**config.mk**
```make
export PLATFORM = sky130hd
export DESIGN_NAME = string_keyed_direct_table_top
export DESIGN_NICKNAME = d
export VERILOG_FILES = /design/src/hw/rtl/skdt_pkg.sv /design/src/hw/rtl/skdt_front.sv /design/src/hw/rtl/skdt_queue.sv /design/src/hw/rtl/skdt_back.sv /design/src/hw/rtl/string_keyed_direct_table_top.sv
export VERILOG_INCLUDE_DIRS = /design/src /design/src/hw/rtl
export SDC_FILE = /design/constraint.sdc
export NUM_CORES = 2
export LEC_CHECK = 0
export ABC_AREA = 1
export BUFFER_PORTS_ARGS = -buffer_cell sky130_fd_sc_hd__buf_2
export CAP_MARGIN = 15
export CORE_ASPECT_RATIO = 1.5
export CORE_MARGIN = 8
export CORE_UTILIZATION = 49
export CTS_BUF_LIST = sky130_fd_sc_hd__clkbuf_2
export DETAILED_ROUTE_END_ITERATION = 10
export GPL_ROUTABILITY_DRIVEN = 0
export PLACE_DENSITY = 0.74
export SYNTH_ARGS = -nofsm -noshare
export SYNTH_HDL_FRONTEND = slang
export SYNTH_SLANG_ARGS = --single-unit
```
**constraint.sdc**
```tcl
create_clock -name clk -period 4.55 [get_ports clk]
set_input_delay 0.2275 -clock clk [delete_from_list [all_inputs] [get_ports clk]]
set_output_delay 0.2275 -clock clk [all_outputs]
set_load 0.1 [all_outputs]
```
**src/hw/rtl/string_keyed_direct_table_top_macros.svh**
```systemverilog
// ----------------------------------------------------------------------------
// string keyed direct table assertion macros
// shared concurrent assertion forms, clocked on clk and held off during rst
// ----------------------------------------------------------------------------
`ifndef STRING_KEYED_DIRECT_TABLE_TOP_MACROS_SVH
`define STRING_KEYED_DIRECT_TABLE_TOP_MACROS_SVH

// same-cycle implication
`define SKDT_ASSERT_NOW(label, ante, cons, msg) \
  label: assert property (@(posedge clk) disable iff (rst) (ante) |-> (cons)) \
    else $error(msg);

// next-cycle implication
`define SKDT_ASSERT_NEXT(label, ante, cons, msg) \
  label: assert property (@(posedge clk) disable iff (rst) (ante) |=> (cons)) \
    else $error(msg);

`endif

```
**src/hw/rtl/skdt_pkg.sv**
```systemverilog
// ----------------------------------------------------------------------------
// skdt_pkg
// types and constants shared by the string keyed direct table
// ----------------------------------------------------------------------------
package skdt_pkg;

  localparam int SLOT_BITS     = 6;
  localparam int TABLE_ENTRIES = 1 << SLOT_BITS;

  // rolling hash constants
  localparam int             STEP_BITS   = 3;
  localparam int             WEIGHT_BITS = 1 << STEP_BITS;
  localparam logic [7:0]     HASH_BASE   = 8'd31;
  localparam logic [29:0]    HASH_MOD    = 30'd1000000009;
  localparam logic [9:0]     CHAR_OFFSET = 10'd96;

  localparam int QUEUE_DEPTH = 2;
  localparam int QPTR_BITS   = 1;

  typedef enum logic [1:0] {
    OP_PUT    = 2'd0,
    OP_REMOVE = 2'd1,
    OP_GET    = 2'd2
  } op_t;

  typedef struct packed {
    logic [1:0]  operation;
    logic [7:0]  key_char;
    logic        key_last;
    logic [31:0] put_value;
  } item_t;

  typedef struct packed {
    logic [31:0]          slot_value;
    logic [SLOT_BITS-1:0] slot_index;
    logic                 stored;
  } result_t;

  typedef struct packed {
    logic [1:0]           operation;
    logic [SLOT_BITS-1:0] slot_index;
    logic [31:0]          put_value;
  } job_t;

  typedef enum logic [1:0] {
    F_IDLE,
    F_MUL,
    F_ACC,
    F_PUSH
  } front_state_t;

  typedef enum logic {
    B_IDLE,
    B_EXEC
  } back_state_t;

endpackage

```
**src/hw/rtl/skdt_front.sv**
```systemverilog
// ----------------------------------------------------------------------------
// skdt_front
// accepts key characters and runs the modular rolling hash, one bit per cycle
// ----------------------------------------------------------------------------
`include "string_keyed_direct_table_top_macros.svh"

module skdt_front import skdt_pkg::*; (
  input  logic  clk,
  input  logic  rst,
  input  item_t key_item,
  input  logic  key_valid,
  output logic  key_ready,
  output job_t  job,
  output logic  push,
  input  logic  full
);

  front_state_t         state;
  front_state_t         state_next;
  logic [STEP_BITS-1:0] cnt;
  logic [29:0]          acc;
  logic [29:0]          pow;
  logic [29:0]          wprod;
  logic [29:0]          pprod;
  logic [WEIGHT_BITS-1:0] mag;
  logic                 neg;
  item_t                item;

  logic signed [9:0]    weight;
  logic [WEIGHT_BITS-1:0] mag_in;
  logic [31:0]          wsum;
  logic [31:0]          psum;
  logic [30:0]          sum;
  logic [30:0]          diff;
  logic [29:0]          acc_new;

  // fold a value below three times the modulus back into range
  function automatic logic [29:0] mod_fold(input logic [31:0] x);
    logic [31:0] m1;
    logic [31:0] m2;
    m1 = {2'b00, HASH_MOD};
    m2 = {1'b0, HASH_MOD, 1'b0};
    if (x >= m2) begin
      mod_fold = 30'(x - m2);
    end else if (x >= m1) begin
      mod_fold = 30'(x - m1);
    end else begin
      mod_fold = 30'(x);
    end
  endfunction

  always_comb begin
    weight = $signed({{2{key_item.key_char[7]}}, key_item.key_char}) - $signed(CHAR_OFFSET);
    mag_in = weight[9] ? WEIGHT_BITS'(-weight) : weight[WEIGHT_BITS-1:0];
  end

  // horner step, msb first: r = 2r + bit * pow
  always_comb begin
    wsum = {1'b0, wprod, 1'b0} + (mag[cnt] ? {2'b00, pow} : 32'd0);
    psum = {1'b0, pprod, 1'b0} + (HASH_BASE[cnt] ? {2'b00, pow} : 32'd0);
  end

  always_comb begin
    sum  = {1'b0, acc} + {1'b0, wprod};
    diff = {1'b0, acc} - {1'b0, wprod};
    if (neg) begin
      acc_new = diff[30] ? 30'(diff + {1'b0, HASH_MOD}) : diff[29:0];
    end else begin
      acc_new = (sum >= {1'b0, HASH_MOD}) ? 30'(sum - {1'b0, HASH_MOD}) : sum[29:0];
    end
  end

  always_comb begin
    state_next = state;
    key_ready  = 1'b0;
    push       = 1'b0;
    case (state)
      F_IDLE: begin
        key_ready = 1'b1;
        if (key_valid) begin
          state_next = F_MUL;
        end
      end
      F_MUL: begin
        if (cnt == '0) begin
          state_next = F_ACC;
        end
      end
      F_ACC: begin
        state_next = item.key_last ? F_PUSH : F_IDLE;
      end
      F_PUSH: begin
        if (!full) begin
          push       = 1'b1;
          state_next = F_IDLE;
        end
      end
      default: begin
        state_next = F_IDLE;
      end
    endcase
  end

  always_comb begin
    job.operation  = item.operation;
    job.slot_index = acc[SLOT_BITS-1:0];
    job.put_value  = item.put_value;
  end

  always_ff @(posedge clk) begin
    if (rst) begin
      state <= F_IDLE;
    end else begin
      state <= state_next;
    end
  end

  always_ff @(posedge clk) begin
    if (rst) begin
      acc <= '0;
      pow <= 30'd1;
    end else begin
      case (state)
        F_ACC: begin
          acc <= acc_new;
          pow <= pprod;
        end
        F_PUSH: begin
          if (!full) begin
            acc <= '0;
            pow <= 30'd1;
          end
        end
        default: begin
        end
      endcase
    end
  end

  always_ff @(posedge clk) begin
    if (key_valid && key_ready) begin
      item  <= key_item;
      mag   <= mag_in;
      neg   <= weight[9];
      cnt   <= STEP_BITS'(WEIGHT_BITS - 1);
      wprod <= '0;
      pprod <= '0;
    end else if (state == F_MUL) begin
      wprod <= mod_fold(wsum);
      pprod <= mod_fold(psum);
      cnt   <= cnt - 1'b1;
    end
  end

  `SKDT_ASSERT_NOW(a_hash_in_range, 1'b1, (acc < HASH_MOD) && (pow < HASH_MOD) && (pow != '0), "hash state out of range")
  `SKDT_ASSERT_NEXT(a_mul_to_acc, (state == F_MUL) && (cnt == '0), state == F_ACC, "multiply loop did not finish")
  `SKDT_ASSERT_NOW(a_push_on_last, state == F_PUSH, item.key_last, "push without final character")

endmodule

```
**src/hw/rtl/skdt_queue.sv**
```systemverilog
// ----------------------------------------------------------------------------
// skdt_queue
// short job queue between the hash front end and the table back end
// ----------------------------------------------------------------------------
module skdt_queue import skdt_pkg::*; (
  input  logic clk,
  input  logic rst,
  input  logic push,
  input  job_t push_job,
  output logic full,
  input  logic pop,
  output job_t pop_job,
  output logic empty
);

  job_t                 entries [QUEUE_DEPTH];
  logic [QPTR_BITS-1:0] rd_ptr;
  logic [QPTR_BITS-1:0] wr_ptr;
  logic [QPTR_BITS:0]   count;
  logic                 do_push;
  logic                 do_pop;

  always_comb begin
    full    = (count == (QPTR_BITS+1)'(QUEUE_DEPTH));
    empty   = (count == '0);
    do_push = push && !full;
    do_pop  = pop && !empty;
    pop_job = entries[rd_ptr];
  end

  always_ff @(posedge clk) begin
    if (rst) begin
      rd_ptr <= '0;
      wr_ptr <= '0;
      count  <= '0;
    end else begin
      if (do_push) begin
        wr_ptr <= wr_ptr + 1'b1;
      end
      if (do_pop) begin
        rd_ptr <= rd_ptr + 1'b1;
      end
      case ({do_push, do_pop})
        2'b10:   count <= count + 1'b1;
        2'b01:   count <= count - 1'b1;
        default: count <= count;
      endcase
    end
  end

  always_ff @(posedge clk) begin
    if (do_push) begin
      entries[wr_ptr] <= push_job;
    end
  end

endmodule

```
**src/hw/rtl/skdt_back.sv**
```systemverilog
// ----------------------------------------------------------------------------
// skdt_back
// applies put, remove and get to the slot table and holds the result
// ----------------------------------------------------------------------------
`include "string_keyed_direct_table_top_macros.svh"

module skdt_back import skdt_pkg::*; (
  input  logic    clk,
  input  logic    rst,
  input  job_t    head,
  input  logic    empty,
  output logic    pop,
  output result_t result_item,
  output logic    result_valid,
  input  logic    result_ready
);

  back_state_t              state;
  back_state_t              state_next;
  job_t                     job;
  logic [31:0]              mem [TABLE_ENTRIES];
  logic [31:0]              rd_data;
  logic [TABLE_ENTRIES-1:0] valid_bits;
  logic [31:0]              prior_value;
  logic                     do_store;
  logic                     exec;

  always_comb begin
    exec        = (state == B_EXEC);
    pop         = (state == B_IDLE) && !empty && (!result_valid || result_ready);
    // a slot never written since reset reads as empty
    prior_value = valid_bits[job.slot_index] ? rd_data : '0;
    do_store    = (job.operation == OP_PUT) && (prior_value == '0);
  end

  always_comb begin
    state_next = state;
    case (state)
      B_IDLE: begin
        if (pop) begin
          state_next = B_EXEC;
        end
      end
      B_EXEC: begin
        state_next = B_IDLE;
      end
      default: begin
        state_next = B_IDLE;
      end
    endcase
  end

  always_ff @(posedge clk) begin
    if (rst) begin
      state <= B_IDLE;
    end else begin
      state <= state_next;
    end
  end

  always_ff @(posedge clk) begin
    if (pop) begin
      rd_data <= mem[head.slot_index];
    end
    if (exec && do_store) begin
      mem[job.slot_index] <= job.put_value;
    end
  end

  always_ff @(posedge clk) begin
    if (rst) begin
      valid_bits   <= '0;
      result_valid <= 1'b0;
    end else begin
      if (exec) begin
        if (do_store) begin
          valid_bits[job.slot_index] <= 1'b1;
        end else if (job.operation == OP_REMOVE) begin
          valid_bits[job.slot_index] <= 1'b0;
        end
        result_valid <= 1'b1;
      end else if (result_ready) begin
        result_valid <= 1'b0;
      end
    end
  end

  always_ff @(posedge clk) begin
    if (pop) begin
      job <= head;
    end
    if (exec) begin
      result_item.slot_value <= prior_value;
      result_item.slot_index <= job.slot_index;
      result_item.stored     <= do_store;
    end
  end

  `SKDT_ASSERT_NOW(a_exec_output_free, exec, !result_valid, "result overwritten before taken")
  `SKDT_ASSERT_NEXT(a_put_marks_slot, exec && do_store, valid_bits[$past(job.slot_index)], "stored slot not marked")
  `SKDT_ASSERT_NEXT(a_remove_clears_slot, exec && (job.operation == OP_REMOVE), !valid_bits[$past(job.slot_index)], "removed slot still marked")

endmodule

```
**src/hw/rtl/string_keyed_direct_table_top.sv**
```systemverilog
// ----------------------------------------------------------------------------
// string_keyed_direct_table_top
// direct-mapped value table addressed by a rolling hash of a streamed key
// ----------------------------------------------------------------------------
// Keys stream in one character per transaction; the last character carries the
// operation and the put value and yields one result. Each character passes
// through the hash front end as an accept step, the bit-serial modular multiply
// loop and an accumulate step; the last character then hands its job to a
// two-entry queue. The table back end takes each job through a registered
// memory read, then an update, so the hash loop sets the rate. The table comes
// out of reset empty with no clearing pass; a result waiting on the output
// stalls the front end only once two more jobs sit in the queue behind it.
module string_keyed_direct_table_top import skdt_pkg::*; (
  input  logic    clk,
  input  logic    rst,
  input  item_t   key_item,
  input  logic    key_valid,
  output logic    key_ready,
  output result_t result_item,
  output logic    result_valid,
  input  logic    result_ready
);

  job_t push_job;
  job_t head;
  logic push;
  logic full;
  logic pop;
  logic empty;

  skdt_front u_front (
    .clk       (clk),
    .rst       (rst),
    .key_item  (key_item),
    .key_valid (key_valid),
    .key_ready (key_ready),
    .job       (push_job),
    .push      (push),
    .full      (full)
  );

  skdt_queue u_queue (
    .clk      (clk),
    .rst      (rst),
    .push     (push),
    .push_job (push_job),
    .full     (full),
    .pop      (pop),
    .pop_job  (head),
    .empty    (empty)
  );

  skdt_back u_back (
    .clk          (clk),
    .rst          (rst),
    .head         (head),
    .empty        (empty),
    .pop          (pop),
    .result_item  (result_item),
    .result_valid (result_valid),
    .result_ready (result_ready)
  );

endmodule

```
==> results.sh <==
export IMPL_outcome="finished, violations left"
export IMPL_violations="setup timing"
export IMPL_drtPass1Iterations=7
export IMPL_regToRegSetupSlack_ns=-0.13
export IMPL_boundaryPins=88
export IMPL_synth_simple_area_share_pct=16.46
export IMPL_max_stage_delay_ns=0.41
export IMPL_yosys_top_cells_area="edfxtp_1, nand2_1, o21ai_0"
export IMPL_overflow=0
export IMPL_cp_startpoint="u_front.cnt[0]$_SDFFE_PP1P_"
export IMPL_drc=0
export IMPL_path_class="reg -> reg"
export IMPL_min_path_type="in -> reg"
export IMPL_synth_xor_area_share_pct=0.8341
export IMPL_cts_root_buf="clkbuf_2"
export IMPL_seq_area_frac_synth_pct=63.59
export IMPL_synthCells=11260
export IMPL_routedWlPerCell_um=24.76
export IMPL_hold_start="key_item[40]"
export IMPL_area_growth_pct=11.50
export IMPL_rr_worst_depth=28
export IMPL_synth_seq_cells=2480
export IMPL_track_usage_pct=28.98
export IMPL_crit_family="simple AND/OR/NAND/NOR gates"
export IMPL_cts_clk_slew_worst_paths_ns=0.13
export IMPL_synth_top_area_share_pct=60.13
export IMPL_dp_cells=14120
export IMPL_yosys_top_cells_count="edfxtp_1, nand2_1, nor2_1"
export IMPL_max_freq_ghz=0.2135
export IMPL_startpoint_type="register"
export IMPL_leakagePower_nw=47.69
export IMPL_dpl_hpwl_um=237100
export IMPL_critical_path_depth=28
export IMPL_setup_ws_ns=-0.1340
export IMPL_ys_types=62
export IMPL_tns_ns=-0.8263
export IMPL_endpoint="u_front.wprod[29]$_SDFFE_PP0P_"
export IMPL_finalClockSkew_ns=0.3080
export IMPL_yosys_most_used_dff="edfxtp_1"
export IMPL_synth_mux_area_share_pct=0.008780
export IMPL_power_density_mw_per_mm2=621.3
export IMPL_rr_endpoint="u_front.wprod[29]$_SDFFE_PP0P_"
export IMPL_cp_arrival_ns=6.27
export IMPL_slowest_stage="dfxtp_2"
export IMPL_finalHoldViolCount=0
export IMPL_instances_no_fill=15280
export IMPL_post_dp_cell_area_mm2=0.1195
export IMPL_drv_cap=0
export IMPL_die_w_um=409.8
export IMPL_cts_tree="built"
export IMPL_fin_area_mm2=0.1271
export IMPL_grt_setup_unrepaired="true"
export IMPL_critPathMaxFanout=28
export IMPL_pre_cts_ws_ns=-0.05966
export IMPL_avgSynthCellArea_um2=10.13
export IMPL_synth_top_family_by_area="simple AND/OR/NAND/NOR gates"
export IMPL_synth_area_mm2=0.1140
export IMPL_total_power_mw=78.97
export IMPL_design_core_area_mm2=0.2321
export IMPL_report_final_slew_viol_count=0
export IMPL_end_kind="register"
export IMPL_ir_worst_vdd_mv=0.4338
export IMPL_drtIter0Drc=11900
export IMPL_period_needed_ns=4.684
export IMPL_setup_viol=26
export IMPL_maxSlewHeadroom_pct=20.68
export IMPL_critPathRequiredTime_ns=6.14
export IMPL_via_count=93460
export IMPL_io_buffers=87
export IMPL_holdWs_ns=0.1875
export IMPL_htreeDepth=6
export IMPL_yosys_area_top_type="edfxtp_1"
export IMPL_synth_compound_area_share_pct=12.42
export IMPL_initial_core_util_pct=49.11
export IMPL_ant_nets=0
export IMPL_synthArstFlopShare_pct=0
export IMPL_fin_util_pct=54.76
export IMPL_synth_edf_count=2283
export IMPL_fin_nets=11990
export IMPL_r2r_start="u_front.cnt[0]$_SDFFE_PP1P_"
export IMPL_totalWireLength_um=378300
export IMPL_cts_sinks=2480
export IMPL_synth_most_common_cell="edfxtp_1"
export IMPL_clockBufferDepth=4
export IMPL_fin_crit_sh_pct=102.9
export IMPL_grt_pass1_vias=91890
export IMPL_synthAdderAreaFrac_pct=1.574
export IMPL_placementRows=217
export IMPL_crit_buf_inv=6
export IMPL_worstMarginPinSlew_ns=1.190
export IMPL_clock_latency_ns=1.79
export IMPL_cts_made_buffers=571
export IMPL_path_common_cell="nand2_1"
export IMPL_grt_antenna_before_repair=23
export IMPL_drive_gt1_share_pct=14.03
export IMPL_die_area_mm2=0.2487
export IMPL_via_per_inst=6.116
export IMPL_grt_pass1_wl_um=550600
export IMPL_die_h_um=606.8
export IMPL_grt_max_degree=205
export IMPL_synth_nets=11450
export IMPL_synth_warnings=0
-- worst reg2reg max path, delay by kind of cell (launching register included) --
kind / cells / cell delay (ns)
flip-flops: 1 / 0.41
AO/OA/AOI/OAI: 2 / 0.33
buffers and inverters: 6 / 0.76
adder cells (fa/ha/maj): 1 / 0.37
AND/OR/NAND/NOR: 19 / 2.68
-- logic make-up (layout without fill, tap and decap cells) --
group | after synthesis | after routing
compound gates | 2530 | 2530
xor+xnor | 100 | 100
fa+ha+maj | 141 | 141
buf+inv | 1469 | 2418
flops | 2480 | 2480
mux | 1 | 1
other cells | 0 | 8
simple gates | 4537 | 4537
-- layer usage --
layer,track usage [%],vias up,routed length [µm]
met5,0.01958,-,48
met4,24.58,8,38480
met3,6.008,1946,38300
met2,48.89,6531,180800
met1,31.09,44070,120700
li1,-,40910,-
-- area by class of cell --
cell class	instances	area (µm²)
tap	3066	3836
clock inverter	164	1114
fill	19610	105000
antenna	8	20.02
inverter	859	3278
clock buffer	819	4099
sequential	2480	72510
timing repair buffer	576	5928
multi-input combinational	7309	36330
-- state kept, by name, indices dropped and copies added, names as in the netlist, named ones only --
register,count
u_front.cnt,3
u_queue.rd_ptr,1
u_front.pow,30
u_back.exec,1
u_back.result_item,39
u_back.rd_data,32
u_front.job,34
u_front.item,1
u_back.mem,2048
u_queue.wr_ptr,1
u_queue.count,2
u_front.pprod,30
u_front.neg,1
u_back.result_valid,1
u_back.job,40
u_queue.entries,80
u_front.mag,8
u_front.wprod,30
u_front.state,2
u_front.acc,30
-- how the worst min path moves through the flow --
| stage | to | slack (ns) | cells after the start |
|---|---|---|---|
| 2_1_floorplan | u_front.item[32]$_DFFE_PP_ | 0.33 | 0 |
| 6_report | u_front.neg$_DFFE_PP_ | 0.19 | 5 |
| 3_3_place_gp | u_front.job[17]$_DFFE_PP_ | 0.41 | 1 |
| 5_1_grt | u_front.job[22]$_DFFE_PP_ | 0.24 | 4 |
| 3_5_place_dp | u_front.job[5]$_DFFE_PP_ | 0.41 | 1 |
| 4_1_cts | u_front.neg$_DFFE_PP_ | 0.008 | 5 |
-- layout by cell type (no fill, tap or decap), drive strengths merged, types with 8 or more instances in the layout --
cell type,count
o31ai,66
a21oi,299
buf,429
o22ai,513
o21bai,13
dlygate4sd3,144
nand2,1948
edfxtp,2283
xnor2,14
nor3,71
clkbuf,822
nor2,1807
clkinv,133
nand3b,13
o221ai,128
ha,137
dfxtp,197
inv,867
o21ai,1461
a22oi,8
or2,26
bufinv,16
nand3,524
nand4,138
diode,8
xor2,86
-- report_power, final --
group	switching [mW]	total, mW	internal (mW)	leakage, nW
logic	26.5	35.9	9.41	21.6
clock network	8.77	14.5	5.72	3.93
registers	0.964	28.6	27.6	22.2
total	36.2	79.0	42.7	47.7
-- what timing repair did --
action,CTS,global route
pin swaps,0,27
cloned,1,3
endpoints found under the setup margin,692,1872
hold endpoints to repair,326,0
buffers inserted,4,20
hold buffers,145,0
resized for setup,12,150
Note: power is estimated with default switching activity, not from simulation.
